### src/hdl/rgbls_pkg.sv
// ----------------------------------------------------------------------------
// RGB LED blink sequencer package
// Shared command codes, color constants and the sequencer state types.
// ----------------------------------------------------------------------------
package rgbls_pkg;

   localparam int ColorWidth  = 24;
   localparam int TimeWidth   = 32;
   localparam int CountWidth  = 16;
   localparam int CmdWidth    = 3;

   // Command codes carried in the request tuser field.
   localparam logic [CmdWidth-1:0] CMD_TICK      = 3'd0;
   localparam logic [CmdWidth-1:0] CMD_SOLID     = 3'd1;
   localparam logic [CmdWidth-1:0] CMD_BLINK     = 3'd2;
   localparam logic [CmdWidth-1:0] CMD_INDICATOR = 3'd3;
   localparam logic [CmdWidth-1:0] CMD_LEGACY    = 3'd4;
   localparam logic [CmdWidth-1:0] CMD_STATUS    = 3'd5;

   // Fixed colors and timing.
   localparam logic [ColorWidth-1:0] BASE_COLOR_RESET = 24'h040000;
   localparam logic [ColorWidth-1:0] RED_COLOR        = 24'hFF0000;
   localparam logic [ColorWidth-1:0] MAGENTA_COLOR    = 24'hFF00FF;
   localparam logic [ColorWidth-1:0] BLACK_COLOR      = 24'h000000;
   localparam logic [TimeWidth-1:0]  LEARN_PHASE      = 32'd500;
   localparam logic [TimeWidth-1:0]  LEGACY_MARK      = 32'h000000FF;
   localparam logic [TimeWidth-1:0]  TIME_MAX         = {TimeWidth{1'b1}};

   // Mode flags of the blink engine.
   typedef struct packed {
      logic ind;
      logic stay;
      logic indef;
      logic on;
      logic run;
   } mode_type;

   // Complete sequencer state.
   typedef struct packed {
      logic [ColorWidth-1:0] shown_color;
      logic [ColorWidth-1:0] restore_color;
      logic [ColorWidth-1:0] flash_color;
      logic [TimeWidth-1:0]  on_length;
      logic [TimeWidth-1:0]  off_length;
      logic [TimeWidth-1:0]  phase_elapsed;
      logic [CountWidth-1:0] cycles_left;
      mode_type              mode;
   } seq_state_type;

   // Decoded request fields.
   typedef struct packed {
      logic [CmdWidth-1:0]   command;
      logic [ColorWidth-1:0] color_in;
      logic [TimeWidth-1:0]  on_time;
      logic [TimeWidth-1:0]  off_time;
      logic [CountWidth-1:0] cycle_count;
      logic                  indefinite;
      logic                  stay_on;
      logic                  from_cc;
      logic                  learn_mode;
   } request_type;

endpackage

### src/hdl/rgbls_next_state.sv
// ----------------------------------------------------------------------------
// RGB LED blink sequencer next-state logic
// Applies one request transaction to the current sequencer state.
// ----------------------------------------------------------------------------
module rgbls_next_state
   import rgbls_pkg::*;
(
   input  seq_state_type         cur_state,
   input  request_type           req,
   input  logic [ColorWidth-1:0] base_color,
   output seq_state_type         nxt_state
);

   logic [TimeWidth-1:0]  elapsed_inc;
   logic [TimeWidth-1:0]  phase_len;
   logic [CountWidth-1:0] cycles_dec;

   // Blink start arguments, chosen per command.
   logic                  do_blink;
   logic                  do_solid;
   logic [ColorWidth-1:0] start_color;
   logic [ColorWidth-1:0] solid_color;
   logic [TimeWidth-1:0]  blink_on;
   logic [TimeWidth-1:0]  blink_off;
   logic [CountWidth-1:0] blink_count;
   logic                  blink_forever;
   logic                  blink_stay;
   logic                  blink_ind;
   logic                  legacy_zero;
   logic                  legacy_red;

   assign elapsed_inc = (cur_state.phase_elapsed == TIME_MAX) ?
                        cur_state.phase_elapsed : cur_state.phase_elapsed + 1'b1;
   assign phase_len   = cur_state.mode.on ? cur_state.on_length : cur_state.off_length;
   assign cycles_dec  = (cur_state.cycles_left != '0) ?
                        cur_state.cycles_left - 1'b1 : cur_state.cycles_left;

   assign legacy_zero = (req.cycle_count == '0) && (req.on_time == '0) &&
                        (req.off_time == '0);
   assign legacy_red  = ({{(TimeWidth-CountWidth){1'b0}}, req.cycle_count} == LEGACY_MARK)
                        && (req.on_time == LEGACY_MARK) && (req.off_time == LEGACY_MARK);

   // Command decode into a blink start, a solid color or a tick.
   always_comb begin
      do_blink      = 1'b0;
      do_solid      = 1'b0;
      start_color   = req.color_in;
      solid_color   = req.color_in;
      blink_on      = req.on_time;
      blink_off     = req.off_time;
      blink_count   = req.cycle_count;
      blink_forever = 1'b0;
      blink_stay    = 1'b0;
      blink_ind     = cur_state.mode.ind;
      unique case (req.command)
         CMD_SOLID: begin
            do_solid = 1'b1;
         end
         CMD_BLINK: begin
            do_blink      = 1'b1;
            blink_forever = req.indefinite;
            blink_stay    = req.stay_on;
         end
         CMD_INDICATOR: begin
            do_blink    = 1'b1;
            start_color = (req.from_cc || cur_state.shown_color == BLACK_COLOR) ?
                          RED_COLOR : cur_state.shown_color;
            blink_ind   = req.from_cc;
         end
         CMD_LEGACY: begin
            if (legacy_zero) begin
               do_solid    = 1'b1;
               solid_color = base_color;
            end else if (legacy_red) begin
               do_solid    = 1'b1;
               solid_color = RED_COLOR;
            end else begin
               do_blink    = 1'b1;
               start_color = RED_COLOR;
               blink_ind   = 1'b1;
            end
         end
         CMD_STATUS: begin
            if (req.learn_mode) begin
               do_blink      = 1'b1;
               start_color   = MAGENTA_COLOR;
               blink_on      = LEARN_PHASE;
               blink_off     = LEARN_PHASE;
               blink_count   = '0;
               blink_forever = 1'b1;
            end else begin
               do_solid    = 1'b1;
               solid_color = base_color;
            end
         end
         default: begin
         end
      endcase
   end

   // State update.
   always_comb begin
      nxt_state = cur_state;
      if (do_solid) begin
         nxt_state.shown_color = solid_color;
         nxt_state.mode        = '0;
      end else if (do_blink) begin
         nxt_state.restore_color = cur_state.shown_color;
         nxt_state.flash_color   = start_color;
         nxt_state.shown_color   = start_color;
         nxt_state.on_length     = blink_on;
         nxt_state.off_length    = blink_off;
         nxt_state.cycles_left   = blink_count;
         nxt_state.phase_elapsed = '0;
         nxt_state.mode.run      = 1'b1;
         nxt_state.mode.on       = 1'b1;
         nxt_state.mode.indef    = blink_forever || (blink_count == '0);
         nxt_state.mode.stay     = blink_stay;
         nxt_state.mode.ind      = blink_ind;
      end else if (req.command == CMD_TICK && cur_state.mode.run) begin
         // A tick advances the phase; the phase ends once its length is reached.
         if (elapsed_inc < phase_len) begin
            nxt_state.phase_elapsed = elapsed_inc;
         end else begin
            nxt_state.phase_elapsed = '0;
            if (cur_state.mode.on) begin
               nxt_state.mode.on     = 1'b0;
               nxt_state.shown_color = BLACK_COLOR;
            end else if (!cur_state.mode.indef && cycles_dec == '0) begin
               nxt_state.cycles_left = cycles_dec;
               nxt_state.shown_color = cur_state.mode.stay ?
                                       cur_state.flash_color : cur_state.restore_color;
               nxt_state.mode        = '0;
            end else begin
               if (!cur_state.mode.indef) begin
                  nxt_state.cycles_left = cycles_dec;
               end
               nxt_state.mode.on     = 1'b1;
               nxt_state.shown_color = cur_state.flash_color;
            end
         end
      end
   end

endmodule

### src/hdl/rgb_led_blink_sequencer.sv
// ----------------------------------------------------------------------------
// RGB LED blink sequencer
// Holds one RGB LED color and runs blink sequences clocked by tick commands.
// ----------------------------------------------------------------------------
// Each request transaction (a millisecond tick or a command) is applied to the
// sequencer state in the cycle it is accepted and yields exactly one response
// transaction, giving the color now shown and the blink flags.
// One request is taken every cycle while req_tready is high; a two-entry output
// stage (response register plus skid register) lets the block keep accepting
// while a response waits, and req_tready drops only while both entries are full.
// The idle color register is written through the csr channel, which is always
// ready, and resets to 0x040000.
// ----------------------------------------------------------------------------
module rgb_led_blink_sequencer
   import rgbls_pkg::*;
(
   input  logic         clock,
   input  logic         reset,
   // Request channel.
   input  logic         req_tvalid,
   output logic         req_tready,
   // tdata fields from bit 0 up: color_in[23:0], on_time[55:24], off_time[87:56],
   // cycle_count[103:88], indefinite[104], stay_on[105], from_cc[106],
   // learn_mode[107], zero fill[111:108].
   input  logic [111:0] req_tdata,
   // tuser fields from bit 0 up: command[2:0].
   input  logic [2:0]   req_tuser,
   // Response channel.
   output logic         rsp_tvalid,
   input  logic         rsp_tready,
   // tdata fields from bit 0 up: led_color[23:0], indicator_active[24],
   // blinking[25], zero fill[31:26].
   output logic [31:0]  rsp_tdata,
   // Idle color configuration write channel.
   input  logic         csr_valid,
   output logic         csr_ready,
   input  logic [23:0]  csr_data
);

   localparam int RspWidth = ColorWidth + 2;

   seq_state_type          state_ff, state_in;
   request_type            req;
   logic [ColorWidth-1:0]  base_color_ff;
   logic                   rsp_valid_ff;
   logic [RspWidth-1:0]    rsp_data_ff;
   logic                   skid_valid_ff;
   logic [RspWidth-1:0]    skid_data_ff;
   logic [RspWidth-1:0]    result;
   logic                   accept;
   logic                   pop;

   // Unpack the request transaction.
   assign req.command     = req_tuser;
   assign req.color_in    = req_tdata[23:0];
   assign req.on_time     = req_tdata[55:24];
   assign req.off_time    = req_tdata[87:56];
   assign req.cycle_count = req_tdata[103:88];
   assign req.indefinite  = req_tdata[104];
   assign req.stay_on     = req_tdata[105];
   assign req.from_cc     = req_tdata[106];
   assign req.learn_mode  = req_tdata[107];

   assign req_tready = !skid_valid_ff;
   assign accept     = req_tvalid && req_tready;
   assign pop        = rsp_valid_ff && rsp_tready;

   rgbls_next_state u_next_state (
      .cur_state  (state_ff),
      .req        (req),
      .base_color (base_color_ff),
      .nxt_state  (state_in)
   );

   assign result = {state_in.mode.run, state_in.mode.ind, state_in.shown_color};

   // Idle color register.
   assign csr_ready = 1'b1;
   always_ff @(posedge clock) begin
      if (reset) begin
         base_color_ff <= BASE_COLOR_RESET;
      end else if (csr_valid && csr_ready) begin
         base_color_ff <= csr_data;
      end
   end

   // Sequencer state, updated on every accepted request.
   always_ff @(posedge clock) begin
      if (reset) begin
         state_ff <= '0;
      end else if (accept) begin
         state_ff <= state_in;
      end
   end

   // Output stage: the response register refills from the skid register first.
   always_ff @(posedge clock) begin
      if (reset) begin
         rsp_valid_ff  <= 1'b0;
         skid_valid_ff <= 1'b0;
      end else if (skid_valid_ff) begin
         if (pop) begin
            skid_valid_ff <= 1'b0;
         end
      end else if (accept) begin
         if (!rsp_valid_ff || pop) begin
            rsp_valid_ff <= 1'b1;
         end else begin
            skid_valid_ff <= 1'b1;
         end
      end else if (pop) begin
         rsp_valid_ff <= 1'b0;
      end
   end

   // Output stage payload.
   always_ff @(posedge clock) begin
      if (skid_valid_ff) begin
         if (pop) begin
            rsp_data_ff <= skid_data_ff;
         end
      end else if (accept) begin
         if (!rsp_valid_ff || pop) begin
            rsp_data_ff <= result;
         end else begin
            skid_data_ff <= result;
         end
      end
   end

   assign rsp_tvalid = rsp_valid_ff;
   assign rsp_tdata  = {{(32-RspWidth){1'b0}}, rsp_data_ff};

   // The skid register is only occupied behind a full response register.
   a_skid_behind_rsp: assert property (@(posedge clock) disable iff (reset)
      skid_valid_ff |-> rsp_valid_ff)
      else $error("skid register full while response register is empty");

   // A waiting skid entry keeps its data until the response register drains.
   a_skid_holds: assert property (@(posedge clock) disable iff (reset)
      (skid_valid_ff && !pop) |=> (skid_valid_ff && $stable(skid_data_ff)))
      else $error("skid entry changed or was lost before being moved");

   // When no blink runs, every mode flag is clear.
   a_idle_flags_clear: assert property (@(posedge clock) disable iff (reset)
      !state_ff.mode.run |-> (state_ff.mode == '0))
      else $error("mode flags set while no blink is running");

   // After an accepted request, the response register holds a valid entry in the next cycle.
   a_accept_gives_rsp: assert property (@(posedge clock) disable iff (reset)
      accept |=> rsp_valid_ff)
      else $error("accepted request produced no response");

endmodule

### config.mk
export PLATFORM = sky130hd
export DESIGN_NAME = rgb_led_blink_sequencer
export DESIGN_NICKNAME = d
export VERILOG_FILES = /design/src/hdl/rgbls_pkg.sv /design/src/hdl/rgbls_next_state.sv /design/src/hdl/rgb_led_blink_sequencer.sv
export SDC_FILE = /design/constraint.sdc
export NUM_CORES = 1
export LEC_CHECK = 0
export BUFFER_PORTS_ARGS = -buffer_cell sky130_fd_sc_hd__buf_4
export CORE_MARGIN = 1
export CORE_UTILIZATION = 43
export CTS_BUF_LIST = sky130_fd_sc_hd__clkbuf_4
export CTS_CLUSTER_SIZE = 24
export DETAILED_ROUTE_END_ITERATION = 6
export PLACE_DENSITY = 0.68
export SLEW_MARGIN = 0
export SYNTH_ARGS = -nofsm -noshare
export SYNTH_HDL_FRONTEND = slang
export SYNTH_SLANG_ARGS = --single-unit
### constraint.sdc
create_clock -name clock -period 5.33 [get_ports clock]
set_input_delay 0.533 -clock clock [delete_from_list [all_inputs] [get_ports clock]]
set_output_delay 0.533 -clock clock [all_outputs]
set_load 0.005 [all_outputs]
==> flow_summary.yaml <==
power:
  ir_drop_mv: 0.183
  p_comb_share_pct: 16.9
  total_leakage_power_nw: 6.53
  p_sw_w: 0.00150
  sw_frac_of_total_pct: 29.4
  p_int_w: 0.00359
  p_clk_share_pct: 38.3
  seqPwrFrac_pct: 44.7
  power_density_mw_per_mm2: 298
  power.total_w: 0.00509
placement:
  hpwl_mm: 30.8
  portBuffers: 167
  place_inst: 2215
  place.gp.congestion: 0.921
finish:
  nets: 2034
  final_common_cell: "dfxtp_1"
  fillCellCount: 3138
  ff_latch_area_mm2: 0.00587
  multi_input_area_mm2: 0.00792
  drive_gt1_share_pct: 20.6
  stdcell_count: 2361
  area_growth_pct: 19.3
  layout_common_cells: "214 x dfxtp_1, 213 x nand2_1, 210 x buf_4"
critical_path:
  timing.critical_path.buf_inv: 1
  rrSetupSlack_ns: 0.24
  reg2regPathDepth: 18
  crit_path_end: "rsp_data_ff[3]"
  path_max_fanout: 9
  worstReg2RegStart: "state_ff[33]"
  crit_required_ns: 5.79
  path_cells: "and4_1 -> and4_1 -> nand4_1 -> and4_2 -> nand3_1 -> nor2_1 -> xor2_1 -> ha_1 -> nand4_1 -> nor4_2 -> buf_4 -> and3_1 -> o2111ai_1 -> and2_1 -> a31o_2 -> a221oi_1 -> o21ai_1 -> mux2_2"
  crit_path_end_kind: "flip-flop"
  path_depth: 18
  startpoint_type: "flip-flop"
  timing.critical_path.slowest_stage_cell: "dfxtp_1"
  cpPeakStageDelay_ns: 0.49
  crit_arrival_ns: 5.54
  crit_family: "simple AND/OR/NAND/NOR gates"
  rr_endpoint: "rsp_data_ff[3]"
  cp-startpoint: "state_ff[33]"
  crit_type: "reg -> reg"
floorplan:
  rows: 66
  io-pin-count: 179
  die_x_um: 184
  die_area_mm2: 0.0340
  die_h_um: 184
  initial_utilization_pct: 43.9
  coreArea_mm2: 0.0326
yosys:
  synth-edff-count: 52
  synth.ff_latch_count: 267
  synthFlopType: "dfxtp_1"
  synth_cell_type_count: 73
  synth-seq-area-share_pct: 41.0
  ys.warnings.count: 0
  synthArstFlopShare_pct: 0
  synth_area_per_cell_um2: 8.48
  synthCells: 1687
  syn_area_mm2: 0.0143
route:
  ant_nets: 0
  first_iter_violations: 1139
  first_pass_iters: 6
  totalWireLength_mm: 45.4
  vias: 14100
  wl_per_cell_um: 19.2
  avgViaCountPerCell: 5.96
  remaining_drc_errors: 0
flow_run:
  drv_cap: 0
grt:
  busiest_layer: "met2"
  grt_overflow: 0
  antenna_found_initial: 2
  grt_pass1_vias: 13500
  grt_max_degree: 88
  use_met1_pct: 34.7
  grt_use_met2_pct: 42.7
  grt_usage_pct: 26.6
  met3_usage_pct: 5.41
  grt_pass1_wl_mm: 71.0
sta:
  rsz0062_at_grt: "false"
  finalClockSkew_ns: 0.0760
  relSlewSlack_pct: 22.4
  hold_viol: 0
  hold_ws_ns: 0.0574
  clock.fmax_mhz: 197
  fin_crit_ns: 5.09
  period_share_pct: 95.4
  setup_viol: 0
  tightest_slew_ns: 1.16
  slew_violations: 0
  finalSetupTns_ns: 0
clock_tree:
  clock_latency_ns: 0.75
  numCtsBuffers: 77
  tritoncts: "yes"
  cts_sinks: 267
  cts_max_level: 3
  root_buffer: "clkbuf_4"
  path_clk_slew_ns: 0.07
  cts_setup_buffers: 0
  cts_buffer_depth: 3
worst_hold_path:
  hold_class: "in -> reg"
run_status:
  status: "finished, final reports clean"
state kept, by name (all words and copies together), names as in the netlist:
| name | count |
|---|---|
| base_color_ff | 24 |
| rsp_data_ff | 26 |
| rsp_tvalid | 1 |
| state_ff | 189 |
| skid_valid_ff | 1 |
| skid_data_ff | 26 |
what timing repair did:
| action | CTS | global route |
|---|---|---|
| hold endpoints to repair | 5 | 0 |
| endpoints found under the setup margin | 0 | 72 |
| hold buffers | 5 | 0 |
| resized for setup | 0 | 6 |
tightest hold or removal path, stage by stage:
cell	delay, ns
buf_4	0.08
mux2i_1	0.06
nor2_1	0.08
final cells by class:
class / count / area share, %
Multi-Input combinational cell: 1278 / 46.4
Sequential cell: 267 / 34.4
Timing Repair Buffer: 218 / 9.83
Clock buffer: 116 / 5.10
Tap cell: 442 / 3.24
Clock inverter: 23 / 0.675
Inverter: 15 / 0.330
Antenna cell: 2 / 0.0293
kinds of logic after synthesis:
family / count (synthesis) / share of synthesized area (%)
and+or+nand+nor: 642 / 21.1
AOI/OAI and AO/OA: 467 / 21.5
DFF: 267 / 41.0
buffers and inverters: 147 / 4.29
muxes: 98 / 7.24
adders and majority gates: 33 / 2.89
xor gates and xnor gates: 31 / 1.90
other: 2 / 0.0525
synthesized netlist by cell type (all sizes together), types with 27 or more instances:
master  number  area, um2
nor3        48        240
nor2       150        563
mux2i       66        661
nand4       29        181
a22oi       27        203
o21ai       80        404
edfxtp      52       1560
a221oi      39        342
mux2        32        375
nor4        38        253
nand2      214        803
clkbuf     107        402
ha          33        413
dfxtp      215       4300
nand3       81        410
a21oi      162        811
through the flow:
step / area (um2) / utilization, % / setup slack, ns
2_1_floorplan: 14300 / - / 0.482
3_3_place_gp: 16000 / 49.0 / 0.149
3_5_place_dp: 16000 / 49.0 / 0.0519
4_1_cts: 17000 / 52.2 / 0.000259
5_1_grt: 17100 / 52.3 / 0.0405
6_report: 17100 / 52.3 / 0.243
worst min-delay path by stage:
| stage | start | to | slack, ns | cells after the start |
|---|---|---|---|---|
| floorplan | state_ff[53] | state_ff[53] | 0.43 | 2 |
| global placement | state_ff[102] | state_ff[102] | 0.44 | 2 |
| detailed placement | state_ff[61] | state_ff[61] | 0.44 | 2 |
| CTS | csr_data[9] | base_color_ff[9] | 0.0008 | 3 |
| global route | csr_data[14] | base_color_ff[14] | 0.03 | 3 |
| finish | csr_data[9] | base_color_ff[9] | 0.06 | 3 |
per-layer routing:
metal	wire length, um	part of all wire, %
met1	19600	43
met2	21200	47
met4	1220	2.7
met3	3430	7.5
met5	0	0
power by group through the flow:
stage	logic (W)	registers (W)	clock network, W
2_1_floorplan	0.000541	0.00228	0
3_3_place_gp	0.000829	0.00231	0
3_5_place_dp	0.000842	0.00232	0
4_1_cts	0.000850	0.00227	0.00199
5_1_grt	0.000939	0.00229	0.00210
6_report	0.000861	0.00228	0.00195
Power figures use the tool's default switching activity.
